<file path="config.mk">
export PLATFORM = sky130hd
export DESIGN_NAME = integer_alu_with_gcd
export DESIGN_NICKNAME = d
export VERILOG_FILES = /design/src/rtl/iagcd_pkg.sv /design/src/rtl/integer_alu_with_gcd.sv
export SDC_FILE = /design/constraint.sdc
export NUM_CORES = 1
export LEC_CHECK = 0
export ABC_AREA = 1
export ABC_CLOCK_PERIOD_IN_PS = 6000
export BUFFER_PORTS_ARGS = -buffer_cell sky130_fd_sc_hd__buf_2
export CORE_AREA = 5 5 120 236
export DETAILED_ROUTE_END_ITERATION = 6
export DIE_AREA = 0 0 125 241
export PLACE_DENSITY = 0.66
export SLEW_MARGIN = 25
export SYNTH_ARGS = -nofsm -noshare
export SYNTH_HDL_FRONTEND = slang
export SYNTH_SLANG_ARGS = --single-unit
</file>
<file path="constraint.sdc">
create_clock -name clk -period 6 [get_ports clk]
set_input_delay 0.3 -clock clk [delete_from_list [all_inputs] [get_ports clk]]
set_output_delay 0.3 -clock clk [all_outputs]
set_load 0.02 [all_outputs]
</file>
<file path="src/rtl/iagcd_pkg.sv">
// Shared types and constants for the integer ALU with gcd.
`default_nettype none

package iagcd_pkg;

	// Default operand width
	localparam int DATA_WIDTH_DEF = 32;

	// Width of the operation selector
	localparam int KIND_W = 3;

	// Operation codes
	typedef enum logic [KIND_W-1:0] {
		KIND_ADD = 3'd0,
		KIND_SUB = 3'd1,
		KIND_MUL = 3'd2,
		KIND_DIV = 3'd3,
		KIND_REM = 3'd4,
		KIND_GCD = 3'd5
	} kind_t;

	// Sequencer states
	typedef enum logic [3:0] {
		ST_IDLE,
		ST_ADDS,
		ST_NEG_A,
		ST_NEG_B,
		ST_MUL,
		ST_DIV,
		ST_FIX,
		ST_GCD,
		ST_GSHIFT,
		ST_DONE
	} state_t;

endpackage

`default_nettype wire

</file>
<file path="src/rtl/integer_alu_with_gcd.sv">
// Integer ALU top level: add, subtract, multiply, divide, remainder and gcd.
`default_nettype none

// Signed integer ALU on two DATA_WIDTH-bit operands. One request is taken at a
// time; a finished result sits in an output register, so the next request is
// accepted while it waits. All adding and subtracting goes through one shared (DATA_WIDTH+1)-bit
// adder, one radix-2 step per cycle, operands held in shift registers.
// Steps from acceptance to result valid: add and subtract take one adder pass;
// multiply takes one multiplier bit a cycle; divide and remainder run operand
// negation (ST_NEG_A, ST_NEG_B), one quotient bit a cycle, then sign
// correction (ST_FIX); divide by zero and unused codes go straight to ST_DONE;
// gcd is binary (Stein) with one shift, swap or subtract a cycle, its number
// of steps set by the operand values.
// Divide or remainder by zero returns 0 with status 1.

module integer_alu_with_gcd #(
	parameter int DATA_WIDTH = iagcd_pkg::DATA_WIDTH_DEF
) (
	input  wire logic                                  clk,
	input  wire logic                                  arst_n,
	// request channel
	input  wire logic                                  s_tvalid,
	output logic                                       s_tready,
	// left_operand, right_operand
	input  wire logic [((2*DATA_WIDTH+7)/8)*8-1:0]     s_tdata,
	// kind
	input  wire logic [iagcd_pkg::KIND_W-1:0]          s_tuser,
	// result channel
	output logic                                       m_tvalid,
	input  wire logic                                  m_tready,
	// result
	output logic [((DATA_WIDTH+7)/8)*8-1:0]            m_tdata,
	// status
	output logic [0:0]                                 m_tuser
);

	localparam int W       = DATA_WIDTH;
	localparam int CW      = $clog2(W);
	localparam int OUT_W   = ((W+7)/8)*8;

	iagcd_pkg::state_t state_q, state_d;

	logic [iagcd_pkg::KIND_W-1:0] kind_q;
	logic [W-1:0]  a_q, b_q;
	logic [W:0]    r_q;
	logic [CW-1:0] cnt_q, k_q;
	logic          neg_a_q, neg_b_q, fneg_q, status_q;

	logic [W-1:0]  in_left, in_right;
	logic [W:0]    add_x, add_y;
	logic          add_inv;
	logic [W+1:0]  add_sum;
	logic          carry;
	logic          cnt_last, a_zero, b_zero, out_free, in_acc;
	logic [W:0]    rem_sh;

	assign in_left  = s_tdata[W-1:0];
	assign in_right = s_tdata[2*W-1:W];
	assign in_acc   = s_tvalid && s_tready;
	assign out_free = !m_tvalid || m_tready;
	assign cnt_last = (cnt_q == CW'(W-1));
	assign a_zero   = (a_q == '0);
	assign b_zero   = (b_q == '0);
	assign rem_sh   = {r_q[W-1:0], a_q[W-1]};

	// shared adder / subtractor
	assign add_sum = {1'b0, add_x} + {1'b0, add_y ^ {(W+1){add_inv}}} + (W+2)'(add_inv);
	assign carry   = add_sum[W+1];

	// state register
	always_ff @(posedge clk or negedge arst_n) begin
		if (!arst_n) begin
			state_q <= iagcd_pkg::ST_IDLE;
		end else begin
			state_q <= state_d;
		end
	end

	// next state, adder operand selection
	always_comb begin
		state_d  = state_q;
		s_tready = 1'b0;
		add_x    = {1'b0, a_q};
		add_y    = {1'b0, b_q};
		add_inv  = 1'b0;
		case (state_q)
			iagcd_pkg::ST_IDLE: begin
				s_tready = 1'b1;
				if (s_tvalid) begin
					case (s_tuser)
						iagcd_pkg::KIND_ADD,
						iagcd_pkg::KIND_SUB: state_d = iagcd_pkg::ST_ADDS;
						iagcd_pkg::KIND_MUL: state_d = iagcd_pkg::ST_MUL;
						iagcd_pkg::KIND_DIV,
						iagcd_pkg::KIND_REM: begin
							state_d = (in_right == '0) ? iagcd_pkg::ST_DONE
							                           : iagcd_pkg::ST_NEG_A;
						end
						iagcd_pkg::KIND_GCD: state_d = iagcd_pkg::ST_NEG_A;
						default:             state_d = iagcd_pkg::ST_DONE;
					endcase
				end
			end
			iagcd_pkg::ST_ADDS: begin
				add_inv = (kind_q == iagcd_pkg::KIND_SUB);
				state_d = iagcd_pkg::ST_DONE;
			end
			iagcd_pkg::ST_NEG_A: begin
				add_x   = '0;
				add_y   = {1'b0, a_q};
				add_inv = 1'b1;
				state_d = iagcd_pkg::ST_NEG_B;
			end
			iagcd_pkg::ST_NEG_B: begin
				add_x   = '0;
				add_y   = {1'b0, b_q};
				add_inv = 1'b1;
				state_d = (kind_q == iagcd_pkg::KIND_GCD) ? iagcd_pkg::ST_GCD
				                                          : iagcd_pkg::ST_DIV;
			end
			iagcd_pkg::ST_MUL: begin
				add_x = {1'b0, r_q[W-1:0]};
				add_y = {1'b0, a_q};
				if (cnt_last) begin
					state_d = iagcd_pkg::ST_DONE;
				end
			end
			iagcd_pkg::ST_DIV: begin
				add_x   = rem_sh;
				add_y   = {1'b0, b_q};
				add_inv = 1'b1;
				if (cnt_last) begin
					state_d = iagcd_pkg::ST_FIX;
				end
			end
			iagcd_pkg::ST_FIX: begin
				add_x   = '0;
				add_y   = r_q;
				add_inv = 1'b1;
				state_d = iagcd_pkg::ST_DONE;
			end
			iagcd_pkg::ST_GCD: begin
				add_inv = 1'b1;
				if (a_zero || b_zero) begin
					state_d = iagcd_pkg::ST_GSHIFT;
				end
			end
			iagcd_pkg::ST_GSHIFT: begin
				if (k_q == '0) begin
					state_d = iagcd_pkg::ST_DONE;
				end
			end
			iagcd_pkg::ST_DONE: begin
				if (out_free) begin
					state_d = iagcd_pkg::ST_IDLE;
				end
			end
			default: state_d = iagcd_pkg::ST_IDLE;
		endcase
	end

	// datapath: operand shift registers, accumulator, counters
	always_ff @(posedge clk) begin
		case (state_q)
			iagcd_pkg::ST_IDLE: begin
				if (in_acc) begin
					kind_q   <= s_tuser;
					a_q      <= in_left;
					b_q      <= in_right;
					neg_a_q  <= in_left[W-1];
					neg_b_q  <= in_right[W-1];
					r_q      <= '0;
					cnt_q    <= '0;
					k_q      <= '0;
					status_q <= (s_tuser inside {iagcd_pkg::KIND_DIV, iagcd_pkg::KIND_REM})
					            && (in_right == '0);
				end
			end
			iagcd_pkg::ST_ADDS: begin
				r_q <= add_sum[W:0];
			end
			iagcd_pkg::ST_NEG_A: begin
				if (neg_a_q) begin
					a_q <= add_sum[W-1:0];
				end
			end
			iagcd_pkg::ST_NEG_B: begin
				if (neg_b_q) begin
					b_q <= add_sum[W-1:0];
				end
			end
			// one multiplier bit a cycle, low word only
			iagcd_pkg::ST_MUL: begin
				if (b_q[0]) begin
					r_q <= add_sum[W:0];
				end
				a_q   <= {a_q[W-2:0], 1'b0};
				b_q   <= {1'b0, b_q[W-1:1]};
				cnt_q <= cnt_q + CW'(1);
			end
			// restoring division, quotient shifts into a_q
			iagcd_pkg::ST_DIV: begin
				cnt_q <= cnt_q + CW'(1);
				if (cnt_last) begin
					if (kind_q == iagcd_pkg::KIND_DIV) begin
						r_q    <= {1'b0, a_q[W-2:0], carry};
						fneg_q <= neg_a_q ^ neg_b_q;
					end else begin
						r_q    <= carry ? add_sum[W:0] : rem_sh;
						fneg_q <= neg_a_q;
					end
				end else begin
					a_q <= {a_q[W-2:0], carry};
					r_q <= carry ? add_sum[W:0] : rem_sh;
				end
			end
			iagcd_pkg::ST_FIX: begin
				if (fneg_q) begin
					r_q <= add_sum[W:0];
				end
			end
			// binary gcd: strip common twos, strip lone twos, subtract smaller
			iagcd_pkg::ST_GCD: begin
				if (a_zero || b_zero) begin
					r_q <= {1'b0, a_q | b_q};
				end else if (!a_q[0] && !b_q[0]) begin
					a_q <= {1'b0, a_q[W-1:1]};
					b_q <= {1'b0, b_q[W-1:1]};
					k_q <= k_q + CW'(1);
				end else if (!a_q[0]) begin
					a_q <= {1'b0, a_q[W-1:1]};
				end else if (!b_q[0]) begin
					b_q <= {1'b0, b_q[W-1:1]};
				end else if (carry) begin
					a_q <= add_sum[W-1:0];
				end else begin
					a_q <= b_q;
					b_q <= a_q;
				end
			end
			// restore the common power of two
			iagcd_pkg::ST_GSHIFT: begin
				if (k_q != '0) begin
					r_q <= {r_q[W-1:0], 1'b0};
					k_q <= k_q - CW'(1);
				end
			end
			default: begin
			end
		endcase
	end

	// output register
	always_ff @(posedge clk or negedge arst_n) begin
		if (!arst_n) begin
			m_tvalid <= 1'b0;
		end else if (state_q == iagcd_pkg::ST_DONE && out_free) begin
			m_tvalid <= 1'b1;
		end else if (m_tready) begin
			m_tvalid <= 1'b0;
		end
	end

	always_ff @(posedge clk) begin
		if (state_q == iagcd_pkg::ST_DONE && out_free) begin
			m_tdata <= OUT_W'(r_q[W-1:0]);
			m_tuser <= status_q;
		end
	end

endmodule

`default_nettype wire

</file>
Yosys cells after proc, flatten, opt, wreduce, memory -nomap -nowiden --
Index checks and enable logic that the tools add are counted.
Storage, ports and cells: flip-flop bits (word level) 152
Cells by class: add/sub/neg operators 5, equal/unequal tests 36, muxes and demuxes 49, bitwise logic cells 3, reductions and logical operators 40
Operators by type and width (number):
- 2-to-1 mux 32 bit | 15
- 2-to-1 mux 33 bit | 8
- one-hot mux 33 bit (7 select lines) | 1
- one-hot mux 32 bit (5 select lines) | 1
- one-hot mux 32 bit (4 select lines) | 1
- one-hot mux 33 bit (3 select lines) | 1
- zero test 32 bit | 3
- one-hot mux 33 bit (2 select lines) | 1
- one-hot mux 4 bit (9 select lines) | 1
- adder 33 x 33 -> 34 bit | 1
- adder 34 x 1 -> 34 bit | 1
- bitwise XOR 33 bit | 1
- OR 32 bit | 1
- inequality test 2 bit, second input constant | 15
- 2-to-1 mux 4 bit | 7
- AND reduction 6 bit | 4
- 2-to-1 mux 5 bit | 4
- equality test 4 x 3 -> 1 bit, second input constant | 4
- one-hot mux 4 bit (4 select lines) | 1
- one-hot mux 5 bit (3 select lines) | 1
- AND reduction 5 bit | 3
- adder 5 x 1 -> 5 bit, second input constant | 2
- one-hot mux 5 bit (2 select lines) | 1
- nonzero test 5 bit | 2
- other kinds (28) | 53

Logic depth before layout (Yosys ltp) --
Gate-level depths: netlist (run 1).
depth after elaboration 12, mapped depth 27

Worst setup path before layout (run 1) --
Ideal clock, no wire load.
path kind register to register, from register state_q[0], to register b_q[10] (enable), arrival time 3.896 ns, data required time 5.610 ns, setup slack 1.714 ns, cell stages (with the launch flop) 20, clock period less this slack 4.286 ns, path through dfrtp_1 nor2_1 nand2_2 nand2_2 clkinv_1 clkbuf_1 o211ai_1 o21ai_0 xor2_1 ha_1 a21oi_1 a21boi_0 o21ai_0 nand2_1 o211ai_1 nor2_1 nand2_2 inv_2 buf_2 o21a_1
Between the ends: longest elaborated chain between the ends 8, elaborated cells between the ends (all ways) 26
Ends and longest elaborated chain:
- from (decl) | line integer_alu_with_gcd.sv:41 | iagcd_pkg::state_t state_q, state_d;
- from (signal assigned) | line integer_alu_with_gcd.sv:73 | state_q <= iagcd_pkg::ST_IDLE;
- from (signal assigned) | line integer_alu_with_gcd.sv:75 | state_q <= state_d;
- equality test 4 x 3 -> 1 bit, or another cell as far along | line integer_alu_with_gcd.sv:86, integer_alu_with_gcd.sv:164
- OR reduction 5 bit (no line) / OR reduction 2 bit (equally long branches)
- one-hot mux 1 bit (2 select lines) / one-hot mux 33 bit (2 select lines) (equally long branches) | line integer_alu_with_gcd.sv:86 | case (state_q)
- bitwise XOR 33 bit | line integer_alu_with_gcd.sv:67 | assign add_sum = {1'b0, add_x} + {1'b0, add_y ^ {(W+1){add_inv}}} + (W+2)'(add_inv);
- adder 33 x 33 -> 34 bit | line integer_alu_with_gcd.sv:67
- adder 34 x 1 -> 34 bit | line integer_alu_with_gcd.sv:67
- inequality test 4 bit (no line)
- AND reduction 6 bit (no line) *
- to (signal assigned) | line integer_alu_with_gcd.sv:169 | b_q <= in_right;
- to (signal assigned) | line integer_alu_with_gcd.sv:189 | b_q <= add_sum[W-1:0];
- to (signal assigned) | line integer_alu_with_gcd.sv:198 | b_q <= {1'b0, b_q[W-1:1]};
- to (decl) | line integer_alu_with_gcd.sv:44 | logic [W-1:0] a_q, b_q;
Every way passes the cells marked *; elsewhere a longest branch is shown, timed or not. A chain may end at the register's enable or synchronous reset.

Worst setup path after layout (run 1) --
from register state_q[0], to register b_q[3] (enable)
The elaborated chain is that of the path after synthesis.

==> results of run 1 <==
-- through the flow --
step | instances | instance area [um^2]
2_1_floorplan | 1789 | 13000
5_1_grt | 2206 | 14500
3_5_place_dp | 2173 | 13900
6_report | 2206 | 14500
3_3_place_gp | 2173 | 13900
4_1_cts | 2206 | 14500
-- sequential cells by signal (all words and copies together) (netlist names), 3 cells and up --
register and flops:
a_q 32, b_q 32, cnt_q 5, k_q 5, kind_q 3, m_tdata 32
r_q 33, state_q 4
-- placed cells by master, fill, tap and decap left out, drive strengths merged, types with 2 or more instances in the layout --
cell and count:
a21boi 5, nand4 9, a21o 6, fa 2
o21bai 5, and3 3, bufinv 4, edfxtp 147
o21ai 217, o32ai 2, clkinvlp 3, a21oi 97
o22ai 8, o221ai 43, a31oi 36, a22oi 2
xor2 51, clkbuf 20, clkinv 7, nor2 154
nor3 9, nor4 26, buf 140, dfrtp 5
ha 37, o211ai 103, o21a 5, nand2 360
xnor2 4, nand3 82, or2 4, o2111ai 28
a211oi 3, inv 230
-- worst max path at each step --
stage	start	to	slack, ps	cells after the start
6_report	state_q[0]	b_q[3]	850	20
3_3_place_gp	state_q[0]	b_q[7]	1100	20
5_1_grt	state_q[0]	b_q[27]	520	23
3_5_place_dp	state_q[0]	b_q[6]	1050	20
2_1_floorplan	state_q[0]	b_q[10]	1710	19
4_1_cts	state_q[0]	b_q[29]	1030	20
-- area by class of cell --
cell class / count / area (um^2) / area share, %
clock buffer: 20 / 437 / 3.01
clock inverter: 12 / 174 / 1.20
inverter: 232 / 872 / 6.01
multi-input combinational: 1305 / 7230 / 49.9
sequential: 152 / 4540 / 31.3
tap: 344 / 430 / 2.97
timing repair buffer: 141 / 823 / 5.67
-- routing by layer --
| metal | vias to the layer above | part of all wire [%] |
|---|---|---|
| li1 | 6419 | - |
| met5 | - | 0 |
| met4 | 0 | 6.9 |
| met1 | 6722 | 36 |
| met3 | 265 | 11 |
| met2 | 1160 | 46 |
-- cell families after synthesis --
family                     after synthesis  synth area share (%)
AOI/OAI and AO/OA                      563                  26.9
DFF                                    152                  35.0
adders and majority gates               39                  3.88
xor gates and xnor gates                55                  3.71
buffers and inverters                  332                  9.76
and+or+nand+nor                        648                  20.8
-- what timing repair did --
action / in CTS / in global routing
endpoints found under the setup margin: 0 / 0
hold buffers: 1 / 0
hold endpoints to repair: 5 / 0
-- worst max-delay path, stage by stage, from the launching register on --
cell      delay, ps
dfrtp_1         460
nor2_1          310
nand2_2         110
nand2_2         160
clkinv_1        380
buf_4           360
o211ai_1        180
o21ai_0         120
xor2_1          160
ha_1            370
a21oi_1         220
o21ai_0         220
nor2_1          250
nor2_1           60
nor2_1          160
nor2_1           60
nor2_1          120
nand2_2          90
inv_2           400
o21a_1          170
buf_4           400
==> summary.md, run 1 <==
| Metric | Value |
|---|---|
| Outcome | completed |
| Global-route wire length before repair | 84,300 um |
| Type of element launching the critical path | flop |
| Max-slew violation count | 0 |
| Fin crit period | 5150 ps |
| Share of Yosys cell area claimed by the top area cell type | 34.0% |
| # nets final | 1,959 |
| DRC violations left | 0 |
| Number of max-capacitance violations reported | 0 |
| 1st-iter DRT viols | 2,290 |
| Routed length per instance | 25.4 um |
| Die width | 125 um |
| Nets in the synthesized netlist | 1,899 |
| Total routing resource utilization after global routing | 36.5% |
| Class of the most critical hold timing path | in -> reg |
| Finished Core Util | 55.4% |
| Sinks on the clock net | 152 |
| Crit path kind | reg -> reg |
| Placer Congestion | 1.01 |
| Hold Crit Endpoint | neg_a_q |
| Reg-to-reg startpoint | state_q[0] |
| Number of H-tree branching levels | 4 |
| Largest net degree at the start of global routing | 78 |
| Core area | 0.0262 mm^2 |
| Post-synthesis sequential area ratio | 35.0% |
| Ant diodes | 0 |
| Initial antenna violation count | 0 |
| Input/output buffers | 105 |
| Synth area leader | edfxtp_1 |
| RSZ-0062 raised after global routing | false |
| Data arrival, critical path | 5250 ps |
| Number of buffers inserted to repair setup after CTS | 0 |
| Final clock skew | 12.9 ps |
| Smallest hold slack | 37.1 ps |
| Worst skew pair latency | 460 ps |
| Number of distinct library cells after synthesis | 46 |
| Type of element capturing the critical path | flop |
| Number of enable-type register cells in the synthesized netlist | 147 |
| Layer with the highest usage after global routing | met2 |
| Critical path required time | 6100 ps |
| Chip height | 241 um |
| Number of gates resized after cts | 0 |
| Met1 track utilization from global routing | 45.2% |
| Most instantiated cells after synthesis | 351 x nand2_1, 218 x inv_1, 211 x o21ai_0 |
| Vias in the first global route | 14,200 |
| Final Routed Wirelength | 56,100 um |
| Yosys warns | 0 |
| Max Buffers Root-to-Sink | 2 |
| Setup slack on the worst flop-to-flop path | 850 ps |
| Standard-cell rows | 84 |
| Upper clock frequency limit | 0.194 GHz |
| Startpoint of the tightest hold check path | s_tdata[31] |
| CTS Root Buffer Type | clkbuf_16 |
| Post-route antenna net violation count | 0 |
| Layout cell share with drive strength beyond 1 | 11.0% |
| Mapped cell area | 0.0130 mm^2 |
| First-pass iteration count of the detailed router | 6 |
| Post-synthesis instance total | 1,789 |
| Count of fill cells added during filler insertion | 2,551 |
| Final worst-path cycle share | 85.8% |
| CTS tree | done |
| Proportion of synthesized flip-flops having asynchronous set or reset | 3.29% |
| DP Wirelength | 41,600 um |
| Per-instance average area after synthesis | 7.26 um^2 |
| Flip-flop cell with the highest count after synthesis | edfxtp_1 |
| Count leader, synth | nand2_1 |
| Remaining global-route overflow | 0 |
| Worst-case setup margin in the final layout | 853 ps |
| TritonCTS Buffers | 17 |
| Layout overhead on the synthesized area | 11.8% |
| Worst-margin pin slew | 1030 ps |
| DIE AREA | 0.0301 mm^2 |
| Number of hold violations in the final report | 0 |
| Met2 global-route usage | 59.8% |
| Ranking of synthesized cells by area | edfxtp_1 34%, nand2_1 10%, o21ai_0 8.1%, inv_1 6.3%, o211ai_1 5.9% |
| Clk slew on worst S/H paths | 60 ps |
| Dpl ws | 1050 ps |
| Crit Path Max Fanout | 31 |
| Total via count in the routed design | 14,600 |
| Endpoint of the worst register-to-register path | b_q[3] |
| Number of synthesized register bits | 152 |
| Max transition margin | 31.3% |
| I/O Pins | 106 |
| Setup TNS Final | 0 ps |
| Hold Path Depth | 1 |
| Post-DR vias/cell | 6.60 |
| Setup Viol. Count Final | 0 |
| R2R depth | 20 |
| Effective utilization at floorplan | 49.6% |
| GR Layer Usage met3 | 6.38% |
Power of run 1 is not shown: default switching activity piles up to over one toggle a cycle in this logic, so the estimate is an artifact.
==> run 2: changes to the inputs <==
--- a/config.mk
+++ b/config.mk
@@ -11,7 +11,7 @@
 export CORE_AREA = 5 5 120 236
 export DETAILED_ROUTE_END_ITERATION = 6
 export DIE_AREA = 0 0 125 241
-export PLACE_DENSITY = 0.66
+export PLACE_DENSITY_LB_ADDON = 0.12
 export SLEW_MARGIN = 25
 export SYNTH_ARGS = -nofsm -noshare
 export SYNTH_HDL_FRONTEND = slang
==> run 2 against run 1 <==
Die area unchanged. Utilization up 0.21 points. Global-route usage up 0.61 points. Register-to-register slack better by 160 ps. Non-clock buffer count up 3. Critical path depth up 2. Cell area up 0.37%. Maximum frequency up 3.3%. Critical endpoint is now a_q[24].
==> summary.md, run 2 (same netlist as run 1, synthesis figures left out) <==
| Metric | Value |
|---|---|
| Sinks on the clock net | 152 (unchanged) |
| Chip height | 241 um (unchanged) |
| Finished Core Util | 55.6% (+0.21 points) |
| Number of max-capacitance violations reported | 0 (unchanged) |
| DRC violations left | 0 (unchanged) |
| Upper clock frequency limit | 0.201 GHz (+3.3%) |
| Setup crit start | state_q[1] |
| Input/output buffers | 105 (unchanged) |
| # placed instances | 2,175 (+0.092%) |
| CTS Root Buffer Type | clkbuf_16 |
| Max Buffers Root-to-Sink | 2 (unchanged) |
| Largest register FFs | 33 (unchanged) |
| Initial antenna violation count | 0 (unchanged) |
| Final worst-path cycle share | 83.1% (-2.7 points) |
| Setup TNS Final | 0 ps (unchanged) |
| Crit Path Max Fanout | 22 (-29%) |
| Biggest register | r_q |
| Number of buffers inserted to repair setup after CTS | 0 (unchanged) |
| Global-route wire length before repair | 84,900 um (+0.82%) |
| Post-route antenna net violation count | 0 (unchanged) |
| Type of element launching the critical path | flop |
| Final clock skew | 8.96 ps (-3.93 ps) |
| # nets final | 1,962 (+0.15%) |
| Smallest hold slack | 30.3 ps (-6.81 ps) |
| Class of the most critical hold timing path | in -> reg |
| Layout overhead on the synthesized area | 12.2% |
| Post-DR vias/cell | 6.62 (+0.21%) |
| Setup Viol. Count Final | 0 (unchanged) |
| Total via count in the routed design | 14,600 (+0.34%) |
| Capture point of the worst path | a_q[24] |
| Type of element capturing the critical path | flop |
| Data arrival, critical path | 5190 ps (-60 ps) |
| DP Wirelength | 41,700 um (+0.37%) |
| Number of gates resized after cts | 0 (unchanged) |
| R2R depth | 22 (+10%) |
| Die width | 125 um (unchanged) |
| Outcome | completed |
| Fin crit period | 4980 ps (-162 ps) |
| Clk slew on worst S/H paths | 70 ps (about the same) |
| Worst skew pair latency | 460 ps (about the same) |
| Worst-margin pin slew | 1080 ps (+54.2 ps) |
| Number of H-tree branching levels | 4 (unchanged) |
| Most common cell after layout, fill and taps aside | nand2_1 |
| First-pass iteration count of the detailed router | 7 (+1) |
| Layout cell share with drive strength beyond 1 | 11.4% (+0.41 points) |
| 1st-iter DRT viols | 2,163 (-5.5%) |
| DIE AREA | 0.0301 mm^2 (unchanged) |
| Routed length per instance | 26.0 um (+2.1%) |
| Largest net degree at the start of global routing | 78 (unchanged) |
| Effective utilization at floorplan | 49.6% (unchanged) |
| Core area | 0.0262 mm^2 (unchanged) |
| Max transition margin | 27.3% (-4.0 points) |
| Reg-to-reg startpoint | state_q[1] |
| Endpoint of the worst register-to-register path | a_q[24] |
| Max-slew violation count | 0 (unchanged) |
| Vias in the first global route | 14,200 (+0.42%) |
| Number of standard cells in the final layout excluding fillers | 2,209 (+0.14%) |
| Number of hold violations in the final report | 0 (unchanged) |
| Critical path required time | 6210 ps (+110 ps) |
| Setup slack on the worst flop-to-flop path | 1020 ps (+160 ps) |
| Commonest cells after routing, fill and taps aside | 350 x nand2_1, 218 x inv_1, 211 x o21ai_0, 147 x edfxtp_1, 143 x nor2_1 |
| Crit path kind | reg -> reg |
| TritonCTS Buffers | 17 (unchanged) |
| Placer Congestion | 0.970 (-4.1%) |
| Total routing resource utilization after global routing | 37.1% (+0.61 points) |
| RSZ-0062 raised after global routing | false |
| Ant diodes | 0 (unchanged) |
| Final Routed Wirelength | 57,400 um (+2.2%) |
| CTS tree | done |
| Standard-cell rows | 84 (unchanged) |
| Remaining global-route overflow | 0 (unchanged) |
| I/O Pins | 106 (unchanged) |
[run 2: changes by cell type in the layout (fill, tap and decap cells not counted), moves of 2 or more]
cell	previous run	this run
clkinv_4	0	3
clkinvlp_4	3	0
inv_6	2	4
clkbuf_1	3	0
clkbuf_8	0	3
buf_4	33	36
[run 2: stage by stage]
stage | setup WS (ps) | instance area (um^2)
after detailed placement | 1210 | 13900
after global routing | 702 | 14600
after CTS | 1150 | 14500
final | 1020 | 14600
after global placement | 1250 | 13900
after floorplan | 1710 | 13000
[run 2: repair_timing]
action,in CTS,in global routing
hold buffers,1,0
setup endpoints to repair,0,0
endpoints found under the hold margin,5,0
[run 2: area by class of cell]
type / count / area, um^2
fillers: 2554 / 11600
multi-input cells: 1305 / 7240
clock buffers: 20 / 467
clock inverters: 12 / 161
flip-flops and latches: 152 / 4540
well taps: 344 / 430
repair buffers: 144 / 853
inverters: 232 / 872
[run 2: critical path, stage by stage (launching register included)]
cell	delay (ps)
dfrtp_1	460
inv_2	90
nor2_4	130
inv_1	90
nor2_2	430
buf_4	380
nand2_1	80
o211ai_1	80
o21ai_0	140
xor2_1	180
ha_1	410
nand2_1	160
nor3_1	350
nand3_1	170
nand3_1	210
nand2_1	70
nand2_1	100
xor2_1	540
nand2_1	190
o211ai_1	140
o21ai_0	110
a21oi_1	150
nor2_1	50
[run 2: worst min-delay path by stage]
stage	slack [ps]	cells after the start	endpoint	from
after global routing	30	1	neg_a_q	s_tdata[31]
after floorplan	4	0	m_tvalid	arst_n
after CTS	20	1	neg_a_q	s_tdata[31]
final	30	1	neg_a_q	s_tdata[31]
after global placement	120	1	state_q[3]	arst_n
after detailed placement	120	1	m_tvalid	arst_n
[run 2: metal layers]
layer | vias up | part of all wire, % | track usage, %
li1 | 6449 | - | -
met1 | 6768 | 35 | 44.3
met2 | 1132 | 46 | 61.0
met3 | 267 | 11 | 8.28
met4 | 0 | 7.1 | 23.0
met5 | - | 0 | 0
Power of run 2 is left out for the same reason.
